File: src/rtl/core/nec_pkg.sv
// Shared types and constants for the nearest-endpoint-to-corners block.
// Used by nec_lane and nearest_endpoint_to_corners; depends on nothing.
package nec_pkg;

    // Coordinate width and derived widths.
    localparam int COORD_BITS = 12;
    localparam int SQ_BITS    = 2 * COORD_BITS;
    localparam int DIST_BITS  = 2 * COORD_BITS + 1;
    localparam int NUM_CORNERS = 4;

    // Configuration register indexes.
    localparam int CFG_IDX_BITS = 2;
    localparam logic [CFG_IDX_BITS-1:0] CFG_IMAGE_WIDTH  = 2'd0;
    localparam logic [CFG_IDX_BITS-1:0] CFG_IMAGE_HEIGHT = 2'd1;

    // Register reset values.
    localparam logic [COORD_BITS-1:0] IMAGE_WIDTH_RST  = COORD_BITS'(640);
    localparam logic [COORD_BITS-1:0] IMAGE_HEIGHT_RST = COORD_BITS'(480);

    // Corner numbering.
    localparam int CORNER_TL = 0;
    localparam int CORNER_TR = 1;
    localparam int CORNER_BL = 2;
    localparam int CORNER_BR = 3;

    typedef logic [COORD_BITS-1:0] t_coord;

    // Both endpoints of one segment.
    typedef struct packed {
        t_coord xa;
        t_coord ya;
        t_coord xb;
        t_coord yb;
    } t_pts;

    // Per-stage control that travels beside the segment.
    typedef struct packed {
        logic valid;
        logic ok;
        logic last;
    } t_ctl;

    // What one lane reports to the merging stage.
    typedef struct packed {
        logic   found_q;
        t_coord res_x;
        t_coord res_y;
    } t_lane_out;

endpackage

File: src/rtl/core/nearest_endpoint_to_corners.sv
// The block accepts one segment per clock cycle while not stalled and reports the endpoint
// nearest to each image corner once the last segment has gone through: one input register,
// one stage of absolute differences, one stage of squaring multipliers, then the running
// minimums of the four corner lanes feed the output register. A corner that saw no segment
// with all coordinates nonzero reports (0,0). The only wait comes from the output side:
// while a result is held and stalled, the whole pipeline holds and the input stalls.
//
// Top level of nearest_endpoint_to_corners: input stage, four corner lanes, merge
// into the output register. Depends on nec_pkg and nec_lane.
module nearest_endpoint_to_corners (
    input  logic                              i_clk,
    input  logic                              i_rst_n,
    // Segment input channel.
    input  logic                              i_in_valid,
    output logic                              o_in_stall,
    input  nec_pkg::t_coord                   i_x_a,
    input  nec_pkg::t_coord                   i_y_a,
    input  nec_pkg::t_coord                   i_x_b,
    input  nec_pkg::t_coord                   i_y_b,
    input  logic                              i_last,
    // Result channel.
    output logic                              o_out_valid,
    input  logic                              i_out_stall,
    output nec_pkg::t_coord                   o_top_left_x,
    output nec_pkg::t_coord                   o_top_left_y,
    output nec_pkg::t_coord                   o_top_right_x,
    output nec_pkg::t_coord                   o_top_right_y,
    output nec_pkg::t_coord                   o_bottom_left_x,
    output nec_pkg::t_coord                   o_bottom_left_y,
    output nec_pkg::t_coord                   o_bottom_right_x,
    output nec_pkg::t_coord                   o_bottom_right_y,
    // Configuration write channel.
    input  logic                              i_cfg_valid,
    output logic                              o_cfg_ready,
    input  logic [nec_pkg::CFG_IDX_BITS-1:0]  i_cfg_index,
    input  nec_pkg::t_coord                   i_cfg_data
);
    import nec_pkg::*;

    t_coord    r_image_width, r_image_height;
    t_coord    r_s1_w, r_s1_h;
    t_ctl      r_s1, r_s2, r_s3;
    t_ctl      n_s1;
    t_pts      r_s1_pts, r_s2_pts, r_s3_pts;
    logic      w_en;
    logic      r_out_valid;
    t_lane_out w_lane [NUM_CORNERS];
    t_coord    w_cx [NUM_CORNERS];
    t_coord    w_cy [NUM_CORNERS];
    t_coord    r_res_x [NUM_CORNERS];
    t_coord    r_res_y [NUM_CORNERS];

    // The pipeline moves unless a held result is stalled.
    assign w_en        = !r_out_valid || !i_out_stall;
    assign o_in_stall  = !w_en;
    assign o_cfg_ready = 1'b1;

    // Configuration registers; an unknown index is ignored.
    always_ff @(posedge i_clk) begin
        if (!i_rst_n) begin
            r_image_width  <= IMAGE_WIDTH_RST;
            r_image_height <= IMAGE_HEIGHT_RST;
        end else if (i_cfg_valid) begin
            case (i_cfg_index)
                CFG_IMAGE_WIDTH:  r_image_width  <= i_cfg_data;
                CFG_IMAGE_HEIGHT: r_image_height <= i_cfg_data;
                default: ;
            endcase
        end
    end

    // Input stage: a segment with any zero coordinate is marked as skipped.
    always_comb begin
        n_s1.valid = i_in_valid;
        n_s1.ok    = (i_x_a != '0) && (i_y_a != '0) && (i_x_b != '0) && (i_y_b != '0);
        n_s1.last  = i_last;
    end

    // Control pipeline beside the lanes.
    always_ff @(posedge i_clk) begin
        if (!i_rst_n) begin
            r_s1 <= '0;
            r_s2 <= '0;
            r_s3 <= '0;
        end else if (w_en) begin
            r_s1 <= n_s1;
            r_s2 <= r_s1;
            r_s3 <= r_s2;
        end
    end

    // Endpoint pipeline and the image size seen by each segment on arrival.
    always_ff @(posedge i_clk) begin
        if (w_en) begin
            r_s1_pts <= '{xa: i_x_a, ya: i_y_a, xb: i_x_b, yb: i_y_b};
            r_s1_w   <= r_image_width;
            r_s1_h   <= r_image_height;
            r_s2_pts <= r_s1_pts;
            r_s3_pts <= r_s2_pts;
        end
    end

    // Corner coordinates for each lane.
    always_comb begin
        w_cx[CORNER_TL] = '0;      w_cy[CORNER_TL] = '0;
        w_cx[CORNER_TR] = r_s1_w;  w_cy[CORNER_TR] = '0;
        w_cx[CORNER_BL] = '0;      w_cy[CORNER_BL] = r_s1_h;
        w_cx[CORNER_BR] = r_s1_w;  w_cy[CORNER_BR] = r_s1_h;
    end

    // One lane per corner.
    for (genvar k = 0; k < NUM_CORNERS; k++) begin : g_lane
        nec_lane u_lane (
            .i_clk    (i_clk),
            .i_rst_n  (i_rst_n),
            .i_en     (w_en),
            .i_s1_pts (r_s1_pts),
            .i_cx     (w_cx[k]),
            .i_cy     (w_cy[k]),
            .i_s3_ctl (r_s3),
            .i_s3_pts (r_s3_pts),
            .o_res    (w_lane[k])
        );
    end

    // Merge: the output register collects all four lanes on the last segment.
    always_ff @(posedge i_clk) begin
        if (!i_rst_n) begin
            r_out_valid <= 1'b0;
        end else if (w_en) begin
            r_out_valid <= r_s3.valid && r_s3.last;
        end
    end

    always_ff @(posedge i_clk) begin
        if (w_en && r_s3.valid && r_s3.last) begin
            for (int k = 0; k < NUM_CORNERS; k++) begin
                r_res_x[k] <= w_lane[k].res_x;
                r_res_y[k] <= w_lane[k].res_y;
            end
        end
    end

    assign o_out_valid      = r_out_valid;
    assign o_top_left_x     = r_res_x[CORNER_TL];
    assign o_top_left_y     = r_res_y[CORNER_TL];
    assign o_top_right_x    = r_res_x[CORNER_TR];
    assign o_top_right_y    = r_res_y[CORNER_TR];
    assign o_bottom_left_x  = r_res_x[CORNER_BL];
    assign o_bottom_left_y  = r_res_y[CORNER_BL];
    assign o_bottom_right_x = r_res_x[CORNER_BR];
    assign o_bottom_right_y = r_res_y[CORNER_BR];

    // A new result appears only after a last segment left the final stage.
    a_out_from_last: assert property (@(posedge i_clk) disable iff (!i_rst_n)
        (o_out_valid && !$past(o_out_valid)) |-> $past(r_s3.valid && r_s3.last))
        else $error("result appeared without a last segment");

    // After a last segment every lane starts the next frame empty.
    a_clear_on_last: assert property (@(posedge i_clk) disable iff (!i_rst_n)
        (w_en && r_s3.valid && r_s3.last) |=>
        (!w_lane[CORNER_TL].found_q && !w_lane[CORNER_TR].found_q &&
         !w_lane[CORNER_BL].found_q && !w_lane[CORNER_BR].found_q))
        else $error("corner state not cleared after last segment");

    // A held, stalled result freezes the pipeline.
    a_hold_pipe: assert property (@(posedge i_clk) disable iff (!i_rst_n)
        !w_en |=> $stable(r_s3) && $stable(r_s2))
        else $error("pipeline moved while output stalled");

endmodule

File: src/rtl/core/nec_lane.sv
// One corner lane: distance pipeline and running minimum for a single corner.
// Depends on nec_pkg.
module nec_lane (
    input  logic              i_clk,
    input  logic              i_rst_n,
    input  logic              i_en,
    input  nec_pkg::t_pts     i_s1_pts,
    input  nec_pkg::t_coord   i_cx,
    input  nec_pkg::t_coord   i_cy,
    input  nec_pkg::t_ctl     i_s3_ctl,
    input  nec_pkg::t_pts     i_s3_pts,
    output nec_pkg::t_lane_out o_res
);
    import nec_pkg::*;

    // Absolute differences to the corner.
    t_coord r_dxa, r_dya, r_dxb, r_dyb;
    t_coord n_dxa, n_dya, n_dxb, n_dyb;
    // Squared differences.
    logic [SQ_BITS-1:0] r_sxa, r_sya, r_sxb, r_syb;
    // Running minimum state.
    logic                 r_found;
    logic [DIST_BITS-1:0] r_best_d;
    t_coord               r_best_x, r_best_y;

    logic [DIST_BITS-1:0] w_da, w_db, w_mid_d, w_fin_d;
    logic                 w_take_a, w_take_b, w_fin_found;
    t_coord               w_mid_x, w_mid_y, w_fin_x, w_fin_y;

    // Stage two: absolute differences.
    always_comb begin
        n_dxa = (i_cx >= i_s1_pts.xa) ? i_cx - i_s1_pts.xa : i_s1_pts.xa - i_cx;
        n_dya = (i_cy >= i_s1_pts.ya) ? i_cy - i_s1_pts.ya : i_s1_pts.ya - i_cy;
        n_dxb = (i_cx >= i_s1_pts.xb) ? i_cx - i_s1_pts.xb : i_s1_pts.xb - i_cx;
        n_dyb = (i_cy >= i_s1_pts.yb) ? i_cy - i_s1_pts.yb : i_s1_pts.yb - i_cy;
    end

    always_ff @(posedge i_clk) begin
        if (i_en) begin
            r_dxa <= n_dxa;
            r_dya <= n_dya;
            r_dxb <= n_dxb;
            r_dyb <= n_dyb;
        end
    end

    // Stage three: squares, one multiplier per difference.
    always_ff @(posedge i_clk) begin
        if (i_en) begin
            r_sxa <= SQ_BITS'(r_dxa) * SQ_BITS'(r_dxa);
            r_sya <= SQ_BITS'(r_dya) * SQ_BITS'(r_dya);
            r_sxb <= SQ_BITS'(r_dxb) * SQ_BITS'(r_dxb);
            r_syb <= SQ_BITS'(r_dyb) * SQ_BITS'(r_dyb);
        end
    end

    // Offer the first endpoint, then the second; a tie keeps the earlier point.
    always_comb begin
        w_da     = DIST_BITS'(r_sxa) + DIST_BITS'(r_sya);
        w_db     = DIST_BITS'(r_sxb) + DIST_BITS'(r_syb);
        w_take_a = !r_found || (w_da < r_best_d);
        w_mid_d  = w_take_a ? w_da : r_best_d;
        w_mid_x  = w_take_a ? i_s3_pts.xa : r_best_x;
        w_mid_y  = w_take_a ? i_s3_pts.ya : r_best_y;
        w_take_b = w_db < w_mid_d;
        if (i_s3_ctl.ok) begin
            w_fin_found = 1'b1;
            w_fin_d     = w_take_b ? w_db : w_mid_d;
            w_fin_x     = w_take_b ? i_s3_pts.xb : w_mid_x;
            w_fin_y     = w_take_b ? i_s3_pts.yb : w_mid_y;
        end else begin
            w_fin_found = r_found;
            w_fin_d     = r_best_d;
            w_fin_x     = r_best_x;
            w_fin_y     = r_best_y;
        end
    end

    // Running minimum update; the last segment of a frame clears it.
    always_ff @(posedge i_clk) begin
        if (!i_rst_n) begin
            r_found <= 1'b0;
        end else if (i_en && i_s3_ctl.valid) begin
            r_found <= w_fin_found && !i_s3_ctl.last;
        end
    end

    always_ff @(posedge i_clk) begin
        if (i_en && i_s3_ctl.valid) begin
            r_best_d <= w_fin_d;
            r_best_x <= w_fin_x;
            r_best_y <= w_fin_y;
        end
    end

    // Frame result for this corner, zero when nothing was kept.
    assign o_res.found_q = r_found;
    assign o_res.res_x   = w_fin_found ? w_fin_x : '0;
    assign o_res.res_y   = w_fin_found ? w_fin_y : '0;

endmodule

File: config.mk
export PLATFORM = sky130hd
export DESIGN_NAME = nearest_endpoint_to_corners
export DESIGN_NICKNAME = d
export VERILOG_FILES = /design/src/rtl/core/nec_pkg.sv /design/src/rtl/core/nearest_endpoint_to_corners.sv /design/src/rtl/core/nec_lane.sv
export SDC_FILE = /design/constraint.sdc
export NUM_CORES = 2
export LEC_CHECK = 0
export BUFFER_PORTS_ARGS = -buffer_cell sky130_fd_sc_hd__buf_2
export CORE_MARGIN = 2
export CORE_UTILIZATION = 65
export CTS_CLUSTER_SIZE = 20
export DETAILED_ROUTE_END_ITERATION = 8
export PLACE_DENSITY = 0.84
export REMOVE_ABC_BUFFERS = 1
export SYNTH_ARGS = -nofsm -noshare
export SYNTH_HDL_FRONTEND = slang
export SYNTH_SLANG_ARGS = --single-unit
File: constraint.sdc
create_clock -name i_clk -period 16.5 [get_ports i_clk]
set_input_delay 1.65 -clock i_clk [delete_from_list [all_inputs] [get_ports i_clk]]
set_output_delay 1.65 -clock i_clk [all_outputs]
set_load 0.01 [all_outputs]
=== Yosys cells after proc, flatten, opt, wreduce, memory -nomap -nowiden ===
Memories as Yosys holds them, arrays and structs flattened.
Cells that the tools add are included.

* Equal/unequal tests: 1
* Multiplexer cells: 54
* Multiply operators: 8
* Reduce and logical (&&, ||, !) cells: 31
* Order comparisons: 16
* $add $sub $neg: 20

{| class="wikitable"
|+ Operator list
! operator !! number
|-
| $mux W12 || 40
|-
| $add A24 B24 Y25 || 8
|-
| $lt A25 B25 Y1 || 8
|-
| $mux W25 || 8
|-
| $mul A12 B12 Y24 || 8
|-
| $sub A12 B12 Y12 || 8
|-
| $ge A1 B12 Y1 const A || 4
|-
| $ge A12 B12 Y1 || 4
|-
| $reduce_bool A12 Y1 || 4
|-
| $sub A1 B12 Y12 const A || 4
|-
| $logic_and A1 B1 Y1 || 10
|-
| $logic_not A1 Y1 || 8
|-
| $mux W1 || 6
|-
| $reduce_and A2 Y1 || 3
|-
| $logic_or A1 B1 Y1 || 5
|-
| $eq A2 B1 Y1 const B || 1
|-
| $logic_not A2 Y1 || 1
|}

* Register bits: 690
* Bits in writable memories: 96
* Memories kept: 2
* Word-level logic and storage cells: 190
* Input port bits: 68
* Output and inout port bits: 99

{| class="wikitable"
|+ Memories
! memory !! words !! width !! rd ports !! clocked after memory_dff !! write ports !! line !! RTL
|-
| r_res_x || 4 || 12 || 4 || 0 || 4 || nearest_endpoint_to_corners.sv:50 || <nowiki>t_coord r_res_x [NUM_CORNERS];</nowiki>
|-
| r_res_y || 4 || 12 || 4 || 0 || 4 || nearest_endpoint_to_corners.sv:51 || <nowiki>t_coord r_res_y [NUM_CORNERS];</nowiki>
|}

=== Logic depth before layout (Yosys ltp) ===
* Depth after elaboration: 8
* Mapped depth: 34
* Mapped depth without buffers: 30

=== Hierarchy ===
Synthesis repeated with hierarchy kept, for this count alone.

* Cells, all modules: 12614
* Area total of the unflattened synthesis: 125723.1 µm²

{| class="wikitable"
|+ Modules (own cells, without submodules)
! module !! cells each !! seq. area each (µm²) !! times used !! area an instance (µm²)
|-
| nec_lane (g_lane[2].u_lane) || 3116 || 5695.5 || 1 || 29346.9
|-
| nec_lane (g_lane[0].u_lane) || 3036 || 5695.5 || 1 || 29203.0
|-
| nec_lane (g_lane[3].u_lane) || 3047 || 5695.5 || 1 || 29066.6
|-
| nec_lane (g_lane[1].u_lane) || 2980 || 5695.5 || 1 || 28788.9
|-
| nearest_endpoint_to_corners || 435 || 8608.3 || 1 || 9317.7
|}

=== Worst setup path after synthesis ===
OpenSTA, ideal clock, no wires.

* Path kind: input to register
* Start: in i_out_stall
* End: reg r_out_valid, in the netlist o_out_valid
* Required time: 15.755 ns
* Cell stages on the path: 3
* Slack: 1.357 ns
* Data arrival time: 14.398 ns
* Path buffers: 1
* Setup time: 0.745 ns
* Cell sequence: nand2_1 buf_1 a21boi_0

* Word-level cells in the longest chain between the ends: 2

{| class="wikitable"
|+ RTL lines
! item !! line !! RTL
|-
| start: declaration || nearest_endpoint_to_corners.sv:23 || <nowiki>input logic i_out_stall,</nowiki>
|-
| $logic_not A1 Y1 || nearest_endpoint_to_corners.sv:54 || <nowiki>assign w_en = !r_out_valid || !i_out_stall;</nowiki>
|-
| $logic_or A1 B1 Y1 || nearest_endpoint_to_corners.sv:54 ||
|-
| end signal: assignment || nearest_endpoint_to_corners.sv:131 || <nowiki>r_out_valid <= r_s3.valid && r_s3.last;</nowiki>
|-
| end: declaration || nearest_endpoint_to_corners.sv:46 || <nowiki>logic r_out_valid;</nowiki>
|}

No other way between the ends.
A chain may end at the register's enable or synchronous reset.

==> impl_metrics.ini <==
[drt]
wl_per_cell_um = 23.0
routed_wl_um = 203000
via_per_inst = 6.21
drtIter0Drc = 5325
drt_pass1_iterations = 7
via_count = 55000
drc = 0
antenna_left = 0

[setup_path]
endpoint_kind = flip-flop
critPathMaxStageDelay_ns = 0.80
cp_data_required_time_ns = 16.94
crit_family = compound AO/OA/AOI/OAI gates
worstSetupPathType = reg -> reg
cp.arrival_ns = 10.04
cp_num_buf_inv = 2
crit_top_cell = a21oi_1
critPathSlowestCell = a211oi_4
start_kind = flip-flop
crit_fanout = 42

[global_routing]
grt_use_total_pct = 34.8
grt_pass1_wl_um = 312000
grt_pass1_vias = 56000
grt_overflow = 0
grt_max_degree = 103
antenna_found_initial = 13

[floorplanning]
die_w_um = 343
num_io_pins = 167
dieArea_um2 = 117000
start_util_pct = 65.4
floorplan.rows = 124
die_h_um = 343
core_area_um2 = 114000

[synthesis]
synth_edf_count = 732
yosys.area_share.simple_pct = 11.5
synth_seq_cells = 770
synth_top_family_by_area = adder cells
synth_xor_area_share_pct = 4.09
ys.flop_type = edfxtp_1
synthesis.area_um2 = 74500
synth_cell_type_count = 93
seq_area_frac_synth_pct = 30.5
syn_avg_cell_area_um2 = 10.3
synth-adder-area-share_pct = 32.6
syn-instance-count = 7222
async_flop_share_pct = 0
synthMuxAreaShare_pct = 4.11
synth_compound_area_share_pct = 10.5
yosysWarningCount = 0

[finish]
fill_cells = 8042
final_common_cell = inv_1
area_growth_pct = 6.88
final_cell_mix = inv_1 (1,072), ha_1 (932), edfxtp_1 (732)
drive_gt1_share_pct = 7.36
final_nets = 8898
instances_no_fill = 8864

[clocking]
post_cts_buffers = 0
cts_tree = built
cts_buffers = 86
h-tree-depth = 3
cts_buffer_depth = 3
postCtsResizedCells = 0
cts_sinks = 770
insertion_delay_ns = 0.70
clk_pin_slew_ns = 0.06
cts_root_buffer = clkbuf_16
cts_hold_buf = 0

[worst_hold_path]
hold_class = reg -> reg

[placement]
gp_congestion = 1.00
dp_hpwl_um = 161000
port_buffers = 165
post-place-ws_ns = 7.17
numPlacedInstances = 8690

[sta]
finalSetupViolations = 0
fin_crit_sh_pct = 58.1
min_period_ns = 9.59
finalMaxSlewViolations = 0
tns_ns = 0
timing.final.ws_setup_ns = 6.91
skew_ns = 0.0660
finalHoldViolations = 0
worst_pin_slew_ns = 1.26
relSlewSlack_pct = 15.2
rsz0062_at_grt = no
fmax_mhz = 104

[outcome]
status = completed

[job]
drv_cap = 0
[Yosys cell counts, drive strengths merged, types with 101 or more instances]
library cell / number / area, um^2
a21oi: 336 / 1690
nor2b: 101 / 632
xnor2: 248 / 2170
ha: 932 / 11700
a21o: 141 / 1060
edfxtp: 732 / 22000
nor2: 338 / 1270
o21ai: 285 / 1430
nand2: 502 / 1880
mux2: 137 / 1610
and2: 378 / 2360
fa: 632 / 12700
clkbuf: 190 / 713
inv: 1074 / 4030
mux2i: 145 / 1450
[sequential cells by signal (all words and copies together) (netlist names), 23 cells and up]
register / cells
g_lane.u_lane.r_syb: 45
g_lane.u_lane.r_sxa: 45
r_s2_pts: 48
g_lane.u_lane.r_dxa: 23
g_lane.u_lane.r_best_y: 48
r_s1_pts: 48
r_s3_pts: 48
g_lane.u_lane.r_dyb: 23
g_lane.u_lane.r_dxb: 23
g_lane.u_lane.r_dya: 23
g_lane.u_lane.r_best_x: 48
g_lane.u_lane.r_sya: 45
g_lane.u_lane.r_sxb: 45
r_res_x: 48
g_lane.u_lane.r_best_d: 100
r_res_y: 48
[layer usage]
metal / vias up / track usage [%] / wire [um]
li1: 24700 / - / -
met1: 27000 / 43.3 / 75100
met2: 2671 / 55.3 / 93500
met3: 671 / 7.35 / 19800
met4: 16 / 22.7 / 15000
met5: - / 0 / 108
[per-stage QoR]
step / instance area (um^2) / util (%) / hold slack (ns)
floorplan: 73600 / - / 0.400
global placement: 76600 / 67.2 / 0.401
detailed placement: 76600 / 67.2 / 0.405
CTS: 79600 / 69.8 / 0.419
global route: 79600 / 69.8 / 0.428
finish: 79700 / 69.9 / 0.418
[cells by family after synthesis]
logic type      Yosys count
flops                   770
other cells               1
buf+inv                1314
mux                     282
fa+ha+maj              1564
compound gates         1219
xor+xnor                348
simple gates           1724
[worst paths after layout]
kind,from,to,slack (ns),cells past startpoint
worst max-delay path,g_lane[3].u_lane.r_sya[4],g_lane[2].u_lane.r_best_x[1],6.91,27
worst min-delay path,r_s2_pts[4],r_s3_pts[4],0.42,0
worst max register to register,g_lane[3].u_lane.r_sya[4],g_lane[2].u_lane.r_best_x[1],6.91,27
worst min register to register,r_s2_pts[4],r_s3_pts[4],0.42,0
[cell type report]
cell class / count / area (um^2) / area share [%]
tap: 1512 / 1890 / 2.37
clock buffer: 108 / 2320 / 2.91
clock inverter: 54 / 699 / 0.878
timing repair buffer: 194 / 1040 / 1.31
multi-input combinational: 5138 / 46900 / 58.9
sequential: 770 / 22700 / 28.5
antenna: 12 / 30.0 / 0.0377
inverter: 1076 / 4040 / 5.07
Power is left out: the tool's default activity adds up to more than one toggle a clock period on the data nets, which glitch-free logic cannot reach.
